## src/sound_triggered_comet_renderer_defines.svh

```systemverilog
// assertion macros for the comet renderer
// expects signals named clock and reset in the module that uses them
`ifndef SOUND_TRIGGERED_COMET_RENDERER_DEFINES_SVH
`define SOUND_TRIGGERED_COMET_RENDERER_DEFINES_SVH

// same-cycle implication, disabled during reset
`define STCR_ASSERT_IMP(name, ante, cons) \
   name: assert property (@(posedge clock) disable iff (reset) (ante) |-> (cons)) \
      else $error("stcr check failed");

// next-cycle implication, disabled during reset
`define STCR_ASSERT_NXT(name, ante, cons) \
   name: assert property (@(posedge clock) disable iff (reset) (ante) |=> (cons)) \
      else $error("stcr check failed");

`endif

```

## src/stcr_pkg.sv

```systemverilog
// shared types and constants for the comet renderer
// no dependencies
`timescale 1ns / 1ps

package stcr_pkg;

   localparam int STRIP_LENGTH_DEF = 30;
   localparam int SLOT_COUNT_DEF   = 15;
   localparam int TAIL_LENGTH_DEF  = 5;

   localparam int SAMPLE_W      = 10;
   localparam int TIME_W        = 32;
   localparam int CHAN_W        = 8;
   localparam int DEBOUNCE_W    = 16;
   localparam int PIXEL_INDEX_W = 5;
   localparam int FACTOR_W      = 17;
   localparam int FRAC_W        = 16;

   localparam int REQ_TDATA_W = 72;
   localparam int RSP_TDATA_W = 32;
   localparam int CSR_INDEX_W = 2;
   localparam int CSR_DATA_W  = 16;

   localparam logic [SAMPLE_W-1:0]   THRESHOLD_RESET = 10'd500;
   localparam logic [DEBOUNCE_W-1:0] DEBOUNCE_RESET  = 16'd100;

   typedef enum logic [CSR_INDEX_W-1:0] {
      CSR_THRESHOLD = 2'd0,
      CSR_DEBOUNCE  = 2'd1
   } csr_index_type;

   typedef struct packed {
      logic [CHAN_W-1:0] red;
      logic [CHAN_W-1:0] green;
      logic [CHAN_W-1:0] blue;
   } colour_type;

endpackage

```

## src/sound_triggered_comet_renderer.sv

```systemverilog
// channel  | signals                                  | contents
// req      | req_tvalid req_tready req_tdata          | one frame tick: sample, time, colour
// rsp      | rsp_tvalid rsp_tready rsp_tdata rsp_tlast| one pixel, tlast on the final pixel
// csr      | csr_we csr_index csr_wdata               | threshold and debounce writes
//
// one frame: the accept, then a walk over every slot in which an idle slot is only looked at and
// an active one draws min(TAIL_LENGTH, pos+1) pixels (a comet launched this frame draws at pos 0),
// then the STRIP_LENGTH pixels are read from the frame memory and emitted.
// the slot walk is set by the slot memory read and the one frame memory write port.
// after reset a pass over all STRIP_LENGTH entries zeroes the frame memory, req_tready stays low.
// rsp_tready low holds emission; emitted pixels are zeroed so the next frame starts blank.
// depends on stcr_pkg, stcr_ram, stcr_shade and the assertion macro header
`timescale 1ns / 1ps
`include "sound_triggered_comet_renderer_defines.svh"

module sound_triggered_comet_renderer
   import stcr_pkg::*;
#(
   parameter int STRIP_LENGTH = STRIP_LENGTH_DEF,
   parameter int SLOT_COUNT   = SLOT_COUNT_DEF,
   parameter int TAIL_LENGTH  = TAIL_LENGTH_DEF
) (
   input  logic                   clock,
   input  logic                   reset,
   // sound_sample, now_ms, new_red, new_green, new_blue, zero fill
   input  logic [REQ_TDATA_W-1:0] req_tdata,
   input  logic                   req_tvalid,
   output logic                   req_tready,
   // pixel_index, pixel_red, pixel_green, pixel_blue, zero fill
   output logic [RSP_TDATA_W-1:0] rsp_tdata,
   output logic                   rsp_tlast,
   output logic                   rsp_tvalid,
   input  logic                   rsp_tready,
   input  logic                   csr_we,
   input  logic [CSR_INDEX_W-1:0] csr_index,
   input  logic [CSR_DATA_W-1:0]  csr_wdata
);

   localparam int PW = $clog2(STRIP_LENGTH + TAIL_LENGTH + 1);
   localparam int FW = (STRIP_LENGTH > 1) ? $clog2(STRIP_LENGTH) : 1;
   localparam int SW = (SLOT_COUNT > 1) ? $clog2(SLOT_COUNT) : 1;
   localparam int JW = (TAIL_LENGTH > 1) ? $clog2(TAIL_LENGTH) : 1;

   localparam logic [PW-1:0] POS_STRIP = PW'(STRIP_LENGTH);
   localparam logic [PW-1:0] POS_END   = PW'(STRIP_LENGTH + TAIL_LENGTH);
   localparam logic [FW-1:0] PIX_LAST  = FW'(STRIP_LENGTH - 1);
   localparam logic [SW-1:0] SLOT_LAST = SW'(SLOT_COUNT - 1);
   localparam logic [JW-1:0] TAIL_LAST = JW'(TAIL_LENGTH - 1);

   typedef enum logic [2:0] {
      ST_CLEAR,
      ST_IDLE,
      ST_SLOT,
      ST_DRAW,
      ST_EMIT
   } state_type;

   typedef struct packed {
      logic [PW-1:0] pos;
      colour_type    colour;
   } slot_entry_type;

   localparam int SLOT_ENTRY_W = $bits(slot_entry_type);
   localparam int COLOUR_BITS  = $bits(colour_type);

   // input fields
   logic [SAMPLE_W-1:0] req_sample;
   logic [TIME_W-1:0]   req_now;
   colour_type          req_colour;

   assign req_sample       = req_tdata[9:0];
   assign req_now          = req_tdata[41:10];
   assign req_colour.red   = req_tdata[49:42];
   assign req_colour.green = req_tdata[57:50];
   assign req_colour.blue  = req_tdata[65:58];

   // registers
   state_type               state_ff, state_in;
   logic [SAMPLE_W-1:0]     thr_ff, thr_in;
   logic [DEBOUNCE_W-1:0]   deb_ff, deb_in;
   logic [TIME_W-1:0]       last_trig_ff, last_trig_in;
   logic                    launch_pend_ff, launch_pend_in;
   logic                    launching_ff, launching_in;
   colour_type              new_col_ff, new_col_in;
   logic [SW-1:0]           slot_ff, slot_in;
   logic [JW-1:0]           tail_ff, tail_in;
   logic [SLOT_COUNT-1:0]   active_ff, active_in;
   logic [FW-1:0]           rd_p_ff, rd_p_in;
   logic                    rd_busy_ff, rd_busy_in;
   logic [FW-1:0]           out_p_ff, out_p_in;
   logic                    pend_ff, pend_in;
   logic                    rsp_valid_ff, rsp_valid_in;
   logic [PIXEL_INDEX_W-1:0] rsp_index_ff, rsp_index_in;
   colour_type              rsp_col_ff, rsp_col_in;
   logic                    rsp_last_ff, rsp_last_in;

   // memory ports
   logic                    slot_we;
   logic                    slot_re;
   slot_entry_type          slot_wdata;
   logic [SLOT_ENTRY_W-1:0] slot_rdata_raw;
   slot_entry_type          slot_rd;
   logic                    fr_we;
   logic [FW-1:0]           fr_waddr;
   colour_type              fr_wdata;
   logic                    fr_re;
   logic [COLOUR_BITS-1:0]  fr_rdata_raw;
   colour_type              fr_rdata;

   // draw datapath
   logic [PW-1:0]  eff_pos;
   colour_type     eff_col;
   logic [PW-1:0]  tail_ext;
   logic [PW-1:0]  pix_pos;
   logic [PW-1:0]  next_pos;
   logic           on_strip;
   logic           draw_end;
   colour_type     shade_col;
   logic [TIME_W-1:0] elapsed;
   logic           launch;

   // emit handshake
   logic           can_load;
   logic           issue;
   logic           load;

   assign slot_rd  = slot_entry_type'(slot_rdata_raw);
   assign fr_rdata = colour_type'(fr_rdata_raw);

   // a slot claimed this frame draws at position 0 with the new colour
   assign eff_pos  = launching_ff ? '0 : slot_rd.pos;
   assign eff_col  = launching_ff ? new_col_ff : slot_rd.colour;
   assign tail_ext = PW'(tail_ff);
   assign pix_pos  = eff_pos - tail_ext;
   assign next_pos = eff_pos + PW'(1);
   assign on_strip = pix_pos < POS_STRIP;
   assign draw_end = (tail_ff == TAIL_LAST) || (tail_ext == eff_pos);

   assign elapsed = req_now - last_trig_ff;
   assign launch  = (req_sample > thr_ff) && (elapsed >= TIME_W'(deb_ff));

   assign can_load = !rsp_valid_ff || rsp_tready;
   assign issue    = (state_ff == ST_EMIT) && rd_busy_ff && (!pend_ff || can_load);
   assign load     = (state_ff == ST_EMIT) && pend_ff && can_load;

   assign slot_wdata.pos    = next_pos;
   assign slot_wdata.colour = eff_col;

   stcr_shade #(
      .TAIL_LENGTH (TAIL_LENGTH),
      .JW          (JW)
   ) u_shade (
      .colour_in  (eff_col),
      .tail_idx   (tail_ff),
      .colour_out (shade_col)
   );

   stcr_ram #(
      .WIDTH (SLOT_ENTRY_W),
      .DEPTH (SLOT_COUNT),
      .AW    (SW)
   ) u_slot_mem (
      .clock (clock),
      .we    (slot_we),
      .waddr (slot_ff),
      .wdata (slot_wdata),
      .re    (slot_re),
      .raddr (slot_ff),
      .rdata (slot_rdata_raw)
   );

   stcr_ram #(
      .WIDTH (COLOUR_BITS),
      .DEPTH (STRIP_LENGTH),
      .AW    (FW)
   ) u_frame_mem (
      .clock (clock),
      .we    (fr_we),
      .waddr (fr_waddr),
      .wdata (fr_wdata),
      .re    (fr_re),
      .raddr (rd_p_ff),
      .rdata (fr_rdata_raw)
   );

   always_comb begin
      state_in       = state_ff;
      thr_in         = thr_ff;
      deb_in         = deb_ff;
      last_trig_in   = last_trig_ff;
      launch_pend_in = launch_pend_ff;
      launching_in   = launching_ff;
      new_col_in     = new_col_ff;
      slot_in        = slot_ff;
      tail_in        = tail_ff;
      active_in      = active_ff;
      rd_p_in        = rd_p_ff;
      rd_busy_in     = rd_busy_ff;
      out_p_in       = out_p_ff;
      pend_in        = pend_ff;
      rsp_valid_in   = rsp_tready ? 1'b0 : rsp_valid_ff;
      rsp_index_in   = rsp_index_ff;
      rsp_col_in     = rsp_col_ff;
      rsp_last_in    = rsp_last_ff;
      slot_we        = 1'b0;
      slot_re        = 1'b0;
      fr_we          = 1'b0;
      fr_waddr       = pix_pos[FW-1:0];
      fr_wdata       = shade_col;
      fr_re          = 1'b0;

      if (csr_we) begin
         case (csr_index_type'(csr_index))
            CSR_THRESHOLD: thr_in = csr_wdata[SAMPLE_W-1:0];
            CSR_DEBOUNCE:  deb_in = csr_wdata;
            default: ;
         endcase
      end

      case (state_ff)
         ST_CLEAR: begin
            fr_we    = 1'b1;
            fr_waddr = rd_p_ff;
            fr_wdata = '0;
            if (rd_p_ff == PIX_LAST) begin
               rd_p_in  = '0;
               state_in = ST_IDLE;
            end else begin
               rd_p_in = rd_p_ff + FW'(1);
            end
         end
         ST_IDLE: begin
            if (req_tvalid) begin
               launch_pend_in = launch;
               if (launch) begin
                  last_trig_in = req_now;
               end
               new_col_in = req_colour;
               slot_in    = '0;
               state_in   = ST_SLOT;
            end
         end
         ST_SLOT: begin
            slot_re = 1'b1;
            tail_in = '0;
            if (active_ff[slot_ff]) begin
               state_in = ST_DRAW;
            end else if (launch_pend_ff) begin
               // lowest free slot is the first free one met in the walk
               launching_in   = 1'b1;
               launch_pend_in = 1'b0;
               state_in       = ST_DRAW;
            end else if (slot_ff == SLOT_LAST) begin
               rd_p_in    = '0;
               rd_busy_in = 1'b1;
               pend_in    = 1'b0;
               state_in   = ST_EMIT;
            end else begin
               slot_in = slot_ff + SW'(1);
            end
         end
         ST_DRAW: begin
            fr_we = on_strip;
            if (draw_end) begin
               slot_we            = 1'b1;
               active_in[slot_ff] = next_pos < POS_END;
               launching_in       = 1'b0;
               if (slot_ff == SLOT_LAST) begin
                  rd_p_in    = '0;
                  rd_busy_in = 1'b1;
                  pend_in    = 1'b0;
                  state_in   = ST_EMIT;
               end else begin
                  slot_in  = slot_ff + SW'(1);
                  state_in = ST_SLOT;
               end
            end else begin
               tail_in = tail_ff + JW'(1);
            end
         end
         ST_EMIT: begin
            // read each pixel once and zero it behind the read
            if (issue) begin
               fr_we    = 1'b1;
               fr_waddr = rd_p_ff;
               fr_wdata = '0;
               fr_re    = 1'b1;
               out_p_in = rd_p_ff;
               pend_in  = 1'b1;
               if (rd_p_ff == PIX_LAST) begin
                  rd_busy_in = 1'b0;
               end else begin
                  rd_p_in = rd_p_ff + FW'(1);
               end
            end else if (load) begin
               pend_in = 1'b0;
            end
            if (load) begin
               rsp_valid_in = 1'b1;
               rsp_index_in = PIXEL_INDEX_W'(out_p_ff);
               rsp_col_in   = fr_rdata;
               rsp_last_in  = out_p_ff == PIX_LAST;
               if (out_p_ff == PIX_LAST) begin
                  state_in = ST_IDLE;
               end
            end
         end
         default: state_in = ST_IDLE;
      endcase
   end

   always_ff @(posedge clock) begin
      if (reset) begin
         state_ff       <= ST_CLEAR;
         thr_ff         <= THRESHOLD_RESET;
         deb_ff         <= DEBOUNCE_RESET;
         last_trig_ff   <= '0;
         launch_pend_ff <= 1'b0;
         launching_ff   <= 1'b0;
         active_ff      <= '0;
         rd_p_ff        <= '0;
         rd_busy_ff     <= 1'b0;
         pend_ff        <= 1'b0;
         rsp_valid_ff   <= 1'b0;
      end else begin
         state_ff       <= state_in;
         thr_ff         <= thr_in;
         deb_ff         <= deb_in;
         last_trig_ff   <= last_trig_in;
         launch_pend_ff <= launch_pend_in;
         launching_ff   <= launching_in;
         active_ff      <= active_in;
         rd_p_ff        <= rd_p_in;
         rd_busy_ff     <= rd_busy_in;
         pend_ff        <= pend_in;
         rsp_valid_ff   <= rsp_valid_in;
      end
      new_col_ff   <= new_col_in;
      slot_ff      <= slot_in;
      tail_ff      <= tail_in;
      out_p_ff     <= out_p_in;
      rsp_index_ff <= rsp_index_in;
      rsp_col_ff   <= rsp_col_in;
      rsp_last_ff  <= rsp_last_in;
   end

   assign req_tready = state_ff == ST_IDLE;
   assign rsp_tvalid = rsp_valid_ff;
   assign rsp_tlast  = rsp_last_ff;
   assign rsp_tdata  = {3'b000, rsp_col_ff.blue, rsp_col_ff.green, rsp_col_ff.red,
                        rsp_index_ff};

   `STCR_ASSERT_IMP(a_launch_into_free, (state_ff == ST_DRAW) && launching_ff, !active_ff[slot_ff])
   `STCR_ASSERT_NXT(a_accept_starts_walk, req_tvalid && req_tready, state_ff == ST_SLOT)
   `STCR_ASSERT_IMP(a_launch_from_accept, $rose(launch_pend_ff), $past(req_tvalid && req_tready))
   `STCR_ASSERT_NXT(a_rsp_hold, rsp_tvalid && !rsp_tready, rsp_tvalid && $stable(rsp_tdata))

endmodule

```

## src/stcr_ram.sv

```systemverilog
// simple dual-port synchronous memory, one write and one registered read port
// no dependencies
`timescale 1ns / 1ps

module stcr_ram #(
   parameter int WIDTH = 24,
   parameter int DEPTH = 30,
   parameter int AW    = 5
) (
   input  logic             clock,
   input  logic             we,
   input  logic [AW-1:0]    waddr,
   input  logic [WIDTH-1:0] wdata,
   input  logic             re,
   input  logic [AW-1:0]    raddr,
   output logic [WIDTH-1:0] rdata
);

   logic [WIDTH-1:0] mem_ff [DEPTH];
   logic [WIDTH-1:0] rdata_ff;

   // a read and a write to the same entry return the old contents
   always_ff @(posedge clock) begin
      if (we) begin
         mem_ff[waddr] <= wdata;
      end
      if (re) begin
         rdata_ff <= mem_ff[raddr];
      end
   end

   assign rdata = rdata_ff;

endmodule

```

## src/stcr_shade.sv

```systemverilog
// tail brightness: cubic falloff factor table and per-channel scaling
// depends on stcr_pkg
`timescale 1ns / 1ps

module stcr_shade
   import stcr_pkg::*;
#(
   parameter int TAIL_LENGTH = TAIL_LENGTH_DEF,
   parameter int JW          = 3
) (
   input  colour_type        colour_in,
   input  logic [JW-1:0]     tail_idx,
   output colour_type        colour_out
);

   localparam int PROD_W = CHAN_W + FACTOR_W;

   logic [FACTOR_W-1:0] factor_tab [TAIL_LENGTH];
   logic [FACTOR_W-1:0] factor;
   logic [PROD_W-1:0]   prod_red;
   logic [PROD_W-1:0]   prod_green;
   logic [PROD_W-1:0]   prod_blue;

   // q1.16 factor floor(65536 * (t-j)^3 / t^3), the head gets exactly 1.0
   for (genvar j = 0; j < TAIL_LENGTH; j++) begin : g_factor
      localparam longint REM = longint'(TAIL_LENGTH - j);
      localparam longint NUM = 64'd65536 * REM * REM * REM;
      localparam longint DEN = longint'(TAIL_LENGTH) * TAIL_LENGTH * TAIL_LENGTH;
      localparam longint FJ  = NUM / DEN;
      assign factor_tab[j] = FACTOR_W'(FJ);
   end

   assign factor     = factor_tab[tail_idx];
   assign prod_red   = PROD_W'(colour_in.red) * PROD_W'(factor);
   assign prod_green = PROD_W'(colour_in.green) * PROD_W'(factor);
   assign prod_blue  = PROD_W'(colour_in.blue) * PROD_W'(factor);

   assign colour_out.red   = prod_red[FRAC_W +: CHAN_W];
   assign colour_out.green = prod_green[FRAC_W +: CHAN_W];
   assign colour_out.blue  = prod_blue[FRAC_W +: CHAN_W];

endmodule
```

## config.mk

```make
export PLATFORM = sky130hd
export DESIGN_NAME = sound_triggered_comet_renderer
export DESIGN_NICKNAME = d
export VERILOG_FILES = /design/src/stcr_pkg.sv /design/src/sound_triggered_comet_renderer.sv /design/src/stcr_ram.sv /design/src/stcr_shade.sv
export VERILOG_INCLUDE_DIRS = /design/src /design/src/src
export SDC_FILE = /design/constraint.sdc
export NUM_CORES = 2
export LEC_CHECK = 0
export ABC_CLOCK_PERIOD_IN_PS = 11020
export BUFFER_PORTS_ARGS = -buffer_cell sky130_fd_sc_hd__buf_4
export CORE_AREA = 2 2 470 472
export CTS_CLUSTER_DIAMETER = 30
export CTS_CLUSTER_SIZE = 8
export DETAILED_ROUTE_END_ITERATION = 16
export DIE_AREA = 0 0 472 474
export HOLD_SLACK_MARGIN = 0.06
export RECOVER_POWER = 100
export SETUP_SLACK_MARGIN = 0.02
export SYNTH_ARGS = -nofsm -noshare
export SYNTH_HDL_FRONTEND = slang
export SYNTH_SLANG_ARGS = --single-unit
```

## constraint.sdc

```tcl
create_clock -name clock -period 11.02 [get_ports clock]
set_clock_uncertainty 0.1 [all_clocks]
set_input_delay 2.204 -clock clock [delete_from_list [all_inputs] [get_ports clock]]
set_output_delay 2.204 -clock clock [all_outputs]
set_load 0.005 [all_outputs]
```

== Word level (Yosys, flattened, before mapping) ==
Memory sizes are Yosys's and may differ from the RTL's. A register that Yosys moved wholly into a read port is not among the register bits.
Cells that the tools add are included.
W data, S select, Z words.

* Add/sub/neg operators: 6
* $mul: 3
* $lt $le $gt $ge: 7
* Equality and inequality tests: 24
* Muxes and demuxes: 73
* Bitwise logic cells: 1
* Reductions and logical operators: 33

{| class="wikitable"
|+ Operators with widths
! operator !! number
|-
| $mul A8 B17 Y24 || 3
|-
| $mux W24 || 2
|-
| $pmux W24 S2 || 1
|-
| $mux W5 || 8
|-
| $mux W17 || 2
|-
| $ge A32 B16 Y1 || 1
|-
| $sub A32 B32 Y32 || 1
|-
| $mux W1 || 31
|-
| $mux W3 || 10
|-
| $mux W4 || 5
|-
| $ne A2 B2 Y1 const B || 10
|-
| $pmux W5 S4 || 1
|-
| $reduce_and A6 Y1 || 3
|-
| $bwmux W15 || 1
|-
| $pmux W3 S5 || 1
|-
| $reduce_and A2 Y1 || 7
|-
| $pmux W4 S3 || 1
|-
| $eq A5 B5 Y1 const B || 2
|-
| $gt A10 B10 Y1 || 1
|-
| $pmux W5 S2 || 1
|-
| $reduce_and A5 Y1 || 2
|-
| $pmux W1 S3 || 3
|-
| $add A6 B1 Y6 const B || 1
|-
| $eq A3 B2 Y1 const B || 2
|-
| other kinds (33) || 47
|}

* Register bits after elaboration: 152
* Memory bits (writable): 1,170
* Bits in read-only memories: 136
* Input port bits: 95
* Output and inout bits: 35
* Logic and storage cells: 172
* Memories: 3

{| class="wikitable"
|+ Memories
! name !! depth !! width !! read ports !! clocked after Yosys merged registers in !! write ports !! RTL line !! RTL
|-
| u_frame_mem.mem_ff || 30 || 24 || 1 || 1 || 1 || stcr_ram.sv:19 || <nowiki>logic [WIDTH-1:0] mem_ff [DEPTH];</nowiki>
|-
| u_slot_mem.mem_ff || 15 || 30 || 1 || 1 || 1 || stcr_ram.sv:19 ||
|-
| (name not given) || 8 || 17 || 1 || 0 || 0 || stcr_shade.sv:33 || <nowiki>assign factor = factor_tab[tail_idx];</nowiki>
|}

== Logic depth before layout (Yosys ltp) ==
* Depth in word-level cells: 8
* Depth in mapped cells: 25
* Depth with buffers taken out: 23

== By module ==
From an unflattened synthesis, not the netlist that was laid out.

* Cells, all modules: 4,521
* Area, all modules: 67,304.6 µm²

{| class="wikitable"
|+ By module, submodules not included
! module !! times used !! cells an instance !! area each (µm²) !! sequential area each (µm²)
|-
| stcr_ram (u_frame_mem) || 1 || 1,370 || 28,772.6 || 22,341.4
|-
| stcr_ram (u_slot_mem) || 1 || 843 || 18,131.1 || 14,413.8
|-
| stcr_shade || 1 || 1,199 || 10,341.2 || 0.0
|-
| sound_triggered_comet_renderer || 1 || 1,109 || 10,059.6 || 3,703.6
|}

== Least setup slack after synthesis ==
OpenSTA, ideal clock, no wires.

* Path type: reg-to-reg
* Start: register launching_ff
* End: memory u_frame_mem.mem_ff[0][23], data pin
* Library setup time: 445 ps
* Arrival: 7,134 ps
* Data required time: 10,475 ps
* Path slack: 3,340 ps
* Stages on the path, launching flop included: 25
* Path buffers: 3
* Period minus slack after synthesis: 7,680 ps
* Cell sequence: dfxtp_1 -> buf_2 -> buf_1 -> clkbuf_1 -> mux2i_1 -> inv_1 -> nand2_1 -> inv_1 -> ha_1 -> fa_1 -> inv_1 -> fa_1 -> fa_1 -> inv_1 -> ha_1 -> a21o_1 -> a21o_1 -> a21o_1 -> a21o_1 -> a21o_1 -> nor4_1 -> a21oi_1 -> nand4_1 -> a21oi_1 -> nor3b_1

{| class="wikitable"
|+ RTL lines
! element !! RTL line !! RTL
|-
| start: declaration || sound_triggered_comet_renderer.sv:83 || <nowiki>logic launching_ff, launching_in;</nowiki>
|-
| start signal: assignment || sound_triggered_comet_renderer.sv:331 || <nowiki>launching_ff <= launching_in;</nowiki>
|-
| end: declaration || stcr_ram.sv:19 ||
|}

==> results.toml <==
[sta]
finalHoldViolations = 0
maxSlewHeadroom_pct = -206
final-setup-viol-count = 0
slew_viol_final = 2187
worst_pin_slew_ns = 4.59
rsz0062_at_grt = "no"
fin_hold_ws_ns = 0.279
fmax_mhz = 106
finalCriticalPeriod_ns = 9.40
period_share_pct = 85.3
setup_tns_ns = 0

[global_routing]
grt_pass1_vias = 37665
grt_max_degree = 124
grt_pass1_wl_um = 239000
grt.total_usage_pct = 14.2
overflow = 0
antenna_found_initial = 6

[final_layout]
fin_cells = 7456
fillers = 20594
final_common_cell = "edfxtp_1"
final_util_pct = 35.9
final_layout_size_suffix_gt1_share_pct = 20.2
seq_area_um2 = 40500
layout_common_cells = "edfxtp_1 (1,290), inv_1 (433), mux4_2 (338)"
multi_input_area_um2 = 22700
syn2layout_area_growth_pct = 20.2
fin_nets = 4943

[yosys]
yosysTopAreaCell = "edfxtp_1"
synth-main-ff-cell = "edfxtp_1"
syn_inst = 4069
synth.ff_latch_count = 1376
synth_compound_area_share_pct = 3.32
yosys-top-cells-area = "edfxtp_1 (59%), mux4_2 (12%), fa_1 (5.9%), ha_1 (5.1%), dfxtp_1 (2.6%)"
synth.area.mux_share_pct = 14.1
ys_seq_area_share_pct = 61.9
synth_edf_count = 1290
ys_async_sr_fraction_pct = 0
synthAdderAreaFrac_pct = 11.0
synth_cell_types = 78
syn_area_um2 = 65300
synth-simple-area-share_pct = 5.28
synthXorXnorAreaFrac_pct = 0.804
synth_top_family_by_area = "multiplexers"
ys_warn_count = 0
yosys.area.top_type_share_pct = 59.3
avgSynthCellArea_um2 = 16.1

[cts]
clk_pin_slew_ns = 0.04
cts_resized = 0
cts.sinks = 1376
cts_buffer_depth = 4
cts_root_buf = "clkbuf_16"
cts.hold.buffers_added = 0
tritoncts = "done"
cts_max_level = 5
numCtsBuffers = 292
insertion_delay_ns = 0.89
cts_setup_buffers = 0

[pwr]
p_leak_uw = 0.0280
total_power_uw = 16800
p_per_area_nw_per_um2 = 214
peakVddDrop_mv = 0.183

[min_path]
hold_class = "reg -> reg"

[setup_path]
arrival_ns = 9.67
crit_path_start_kind = "flip-flop"
crit_path_end_kind = "flip-flop"
crit_fanout = 30
crit_type = "reg -> reg"
crit_required_ns = 11.30

[floorplanning]
core-area_um2 = 219000
die_x_um = 472
ioPinCount = 130
dieArea_um2 = 224000
placement_rows = 172
die_h_um = 474
start_util_pct = 29.9

[drt]
drt_iter0_markers = 2887
wl_um = 159000
via_count = 35918
viasPerCell = 4.82
ant_nets = 0
wl_per_cell_um = 21.4
drc_errors = 0
firstDrtPassIters = 5

[job]
maxCapViolations = 66

[placed_design]
hpwl_um = 96000
gp_congestion = 0.861
numPortBuffers = 120
dp_cells = 6965

[outcome]
status = "finished with violations"
violations = "max-capacitance violations, max-slew violations"
cells by family (layout without fill, tap and decap cells):
family                   after synthesis  after routing
flip-flops                          1376           1376
AND/OR/NAND/NOR                      754            754
buffers and inverters                596           1107
multiplexers                         492            492
adder cells (fa/ha/maj)              460            460
AO/OA/AOI/OAI                        330            330
XOR/XNOR                              60             60
other                                  1              6
cell type report:
cell class | count | area share, %
multi-input cells | 2099 | 28.8
clock inverters | 144 | 1.70
clock buffers | 344 | 9.79
repair buffers | 186 | 1.48
flip-flops and latches | 1376 | 51.5
diodes | 3 | 0.00956
well taps | 2871 | 4.57
inverters | 433 | 2.07
worst max-delay path: stages (launching register included):
cell and delay, ns:
dfxtp_1 1.42, buf_4 0.48, mux2i_1 0.91, inv_1 0.61
and2_0 0.37, fa_1 0.45, fa_1 0.52, inv_1 0.06
fa_1 0.48, inv_1 0.05, fa_1 0.43, ha_1 0.30
a21o_1 0.16, a21oi_1 0.21, o221ai_1 0.14, a21o_1 0.19
a21o_1 0.17, a21oi_1 0.15, o31ai_1 0.13, xnor2_1 0.18
nor2_1 1.38
per-stage QoR:
step           instance area [um^2]  setup slack, ns
2_1_floorplan                 65300             3.34
3_3_place_gp                  70000             2.80
3_5_place_dp                  70000             2.70
4_1_cts                       79100             2.67
5_1_grt                       78500             1.05
6_report                      78500             1.62
routing by layer:
metal  routed length [um]  track usage, %
met4                 3900            4.47
met1                70400            19.3
met5                    0               0
met2                75800            22.9
met3                 9430            2.64
final timing paths:
path                                    from                                    to  slack [ns]  depth (start not counted)
max                launching_ff$_SDFFE_PP0P_  u_frame_mem.mem_ff[19][17]$_DFFE_PP_        1.62                         20
max reg2reg        launching_ff$_SDFFE_PP0P_  u_frame_mem.mem_ff[19][17]$_DFFE_PP_        1.62                         20
min reg2reg  u_frame_mem.rdata[21]$_DFFE_PP_               rsp_tdata[10]$_DFFE_PP_        0.28                          0
min          u_frame_mem.rdata[21]$_DFFE_PP_               rsp_tdata[10]$_DFFE_PP_        0.28                          0
cells in the mapped netlist, types with 5 or more instances:
cell type and count:
mux4_2 338, a211o_1 13, buf_1 30, mux2i_1 106, o22ai_1 6, a21o_1 36, and2_1 37, o21bai_1 6
nand2b_1 74, o21ai_0 68, nand4_1 22, inv_1 433, a31oi_1 14, nor2_1 302, nand3b_1 5, xnor2_1 36
nor3_1 28, nand2_1 193, clkbuf_1 114, nor3b_1 7, fa_1 194, and3_1 9, o21a_1 14, buf_4 6
a211oi_1 13, or3_1 10, o21ai_1 7, nor2b_1 22, nand3_1 26, mux2_2 48, a2111oi_0 6, xor2_1 24
a21oi_1 92, buf_2 9, dfxtp_1 86, ha_1 266, edfxtp_1 1290
power by group:
part	total, uW	switching (uW)	internal, uW
Sequential	6240	131	6110
Clock	8030	2590	5430
Combinational	2560	1370	1190
Total	16800	4100	12700
state kept, by name (all words and copies together) (netlist names), 3 cells and up:
name	count
tail_ff	3
rd_p_ff	5
new_col_ff	24
slot_ff	4
u_frame_mem.rdata	24
u_frame_mem.mem_ff	720
state_ff	3
u_slot_mem.mem_ff	450
thr_ff	10
u_slot_mem.rdata	30
rsp_tdata	24
deb_ff	16
last_trig_ff	32
out_p_ff	5
rsp_index_ff	5
active_ff	15
No activity file was read; power rests on OpenSTA's default activity.
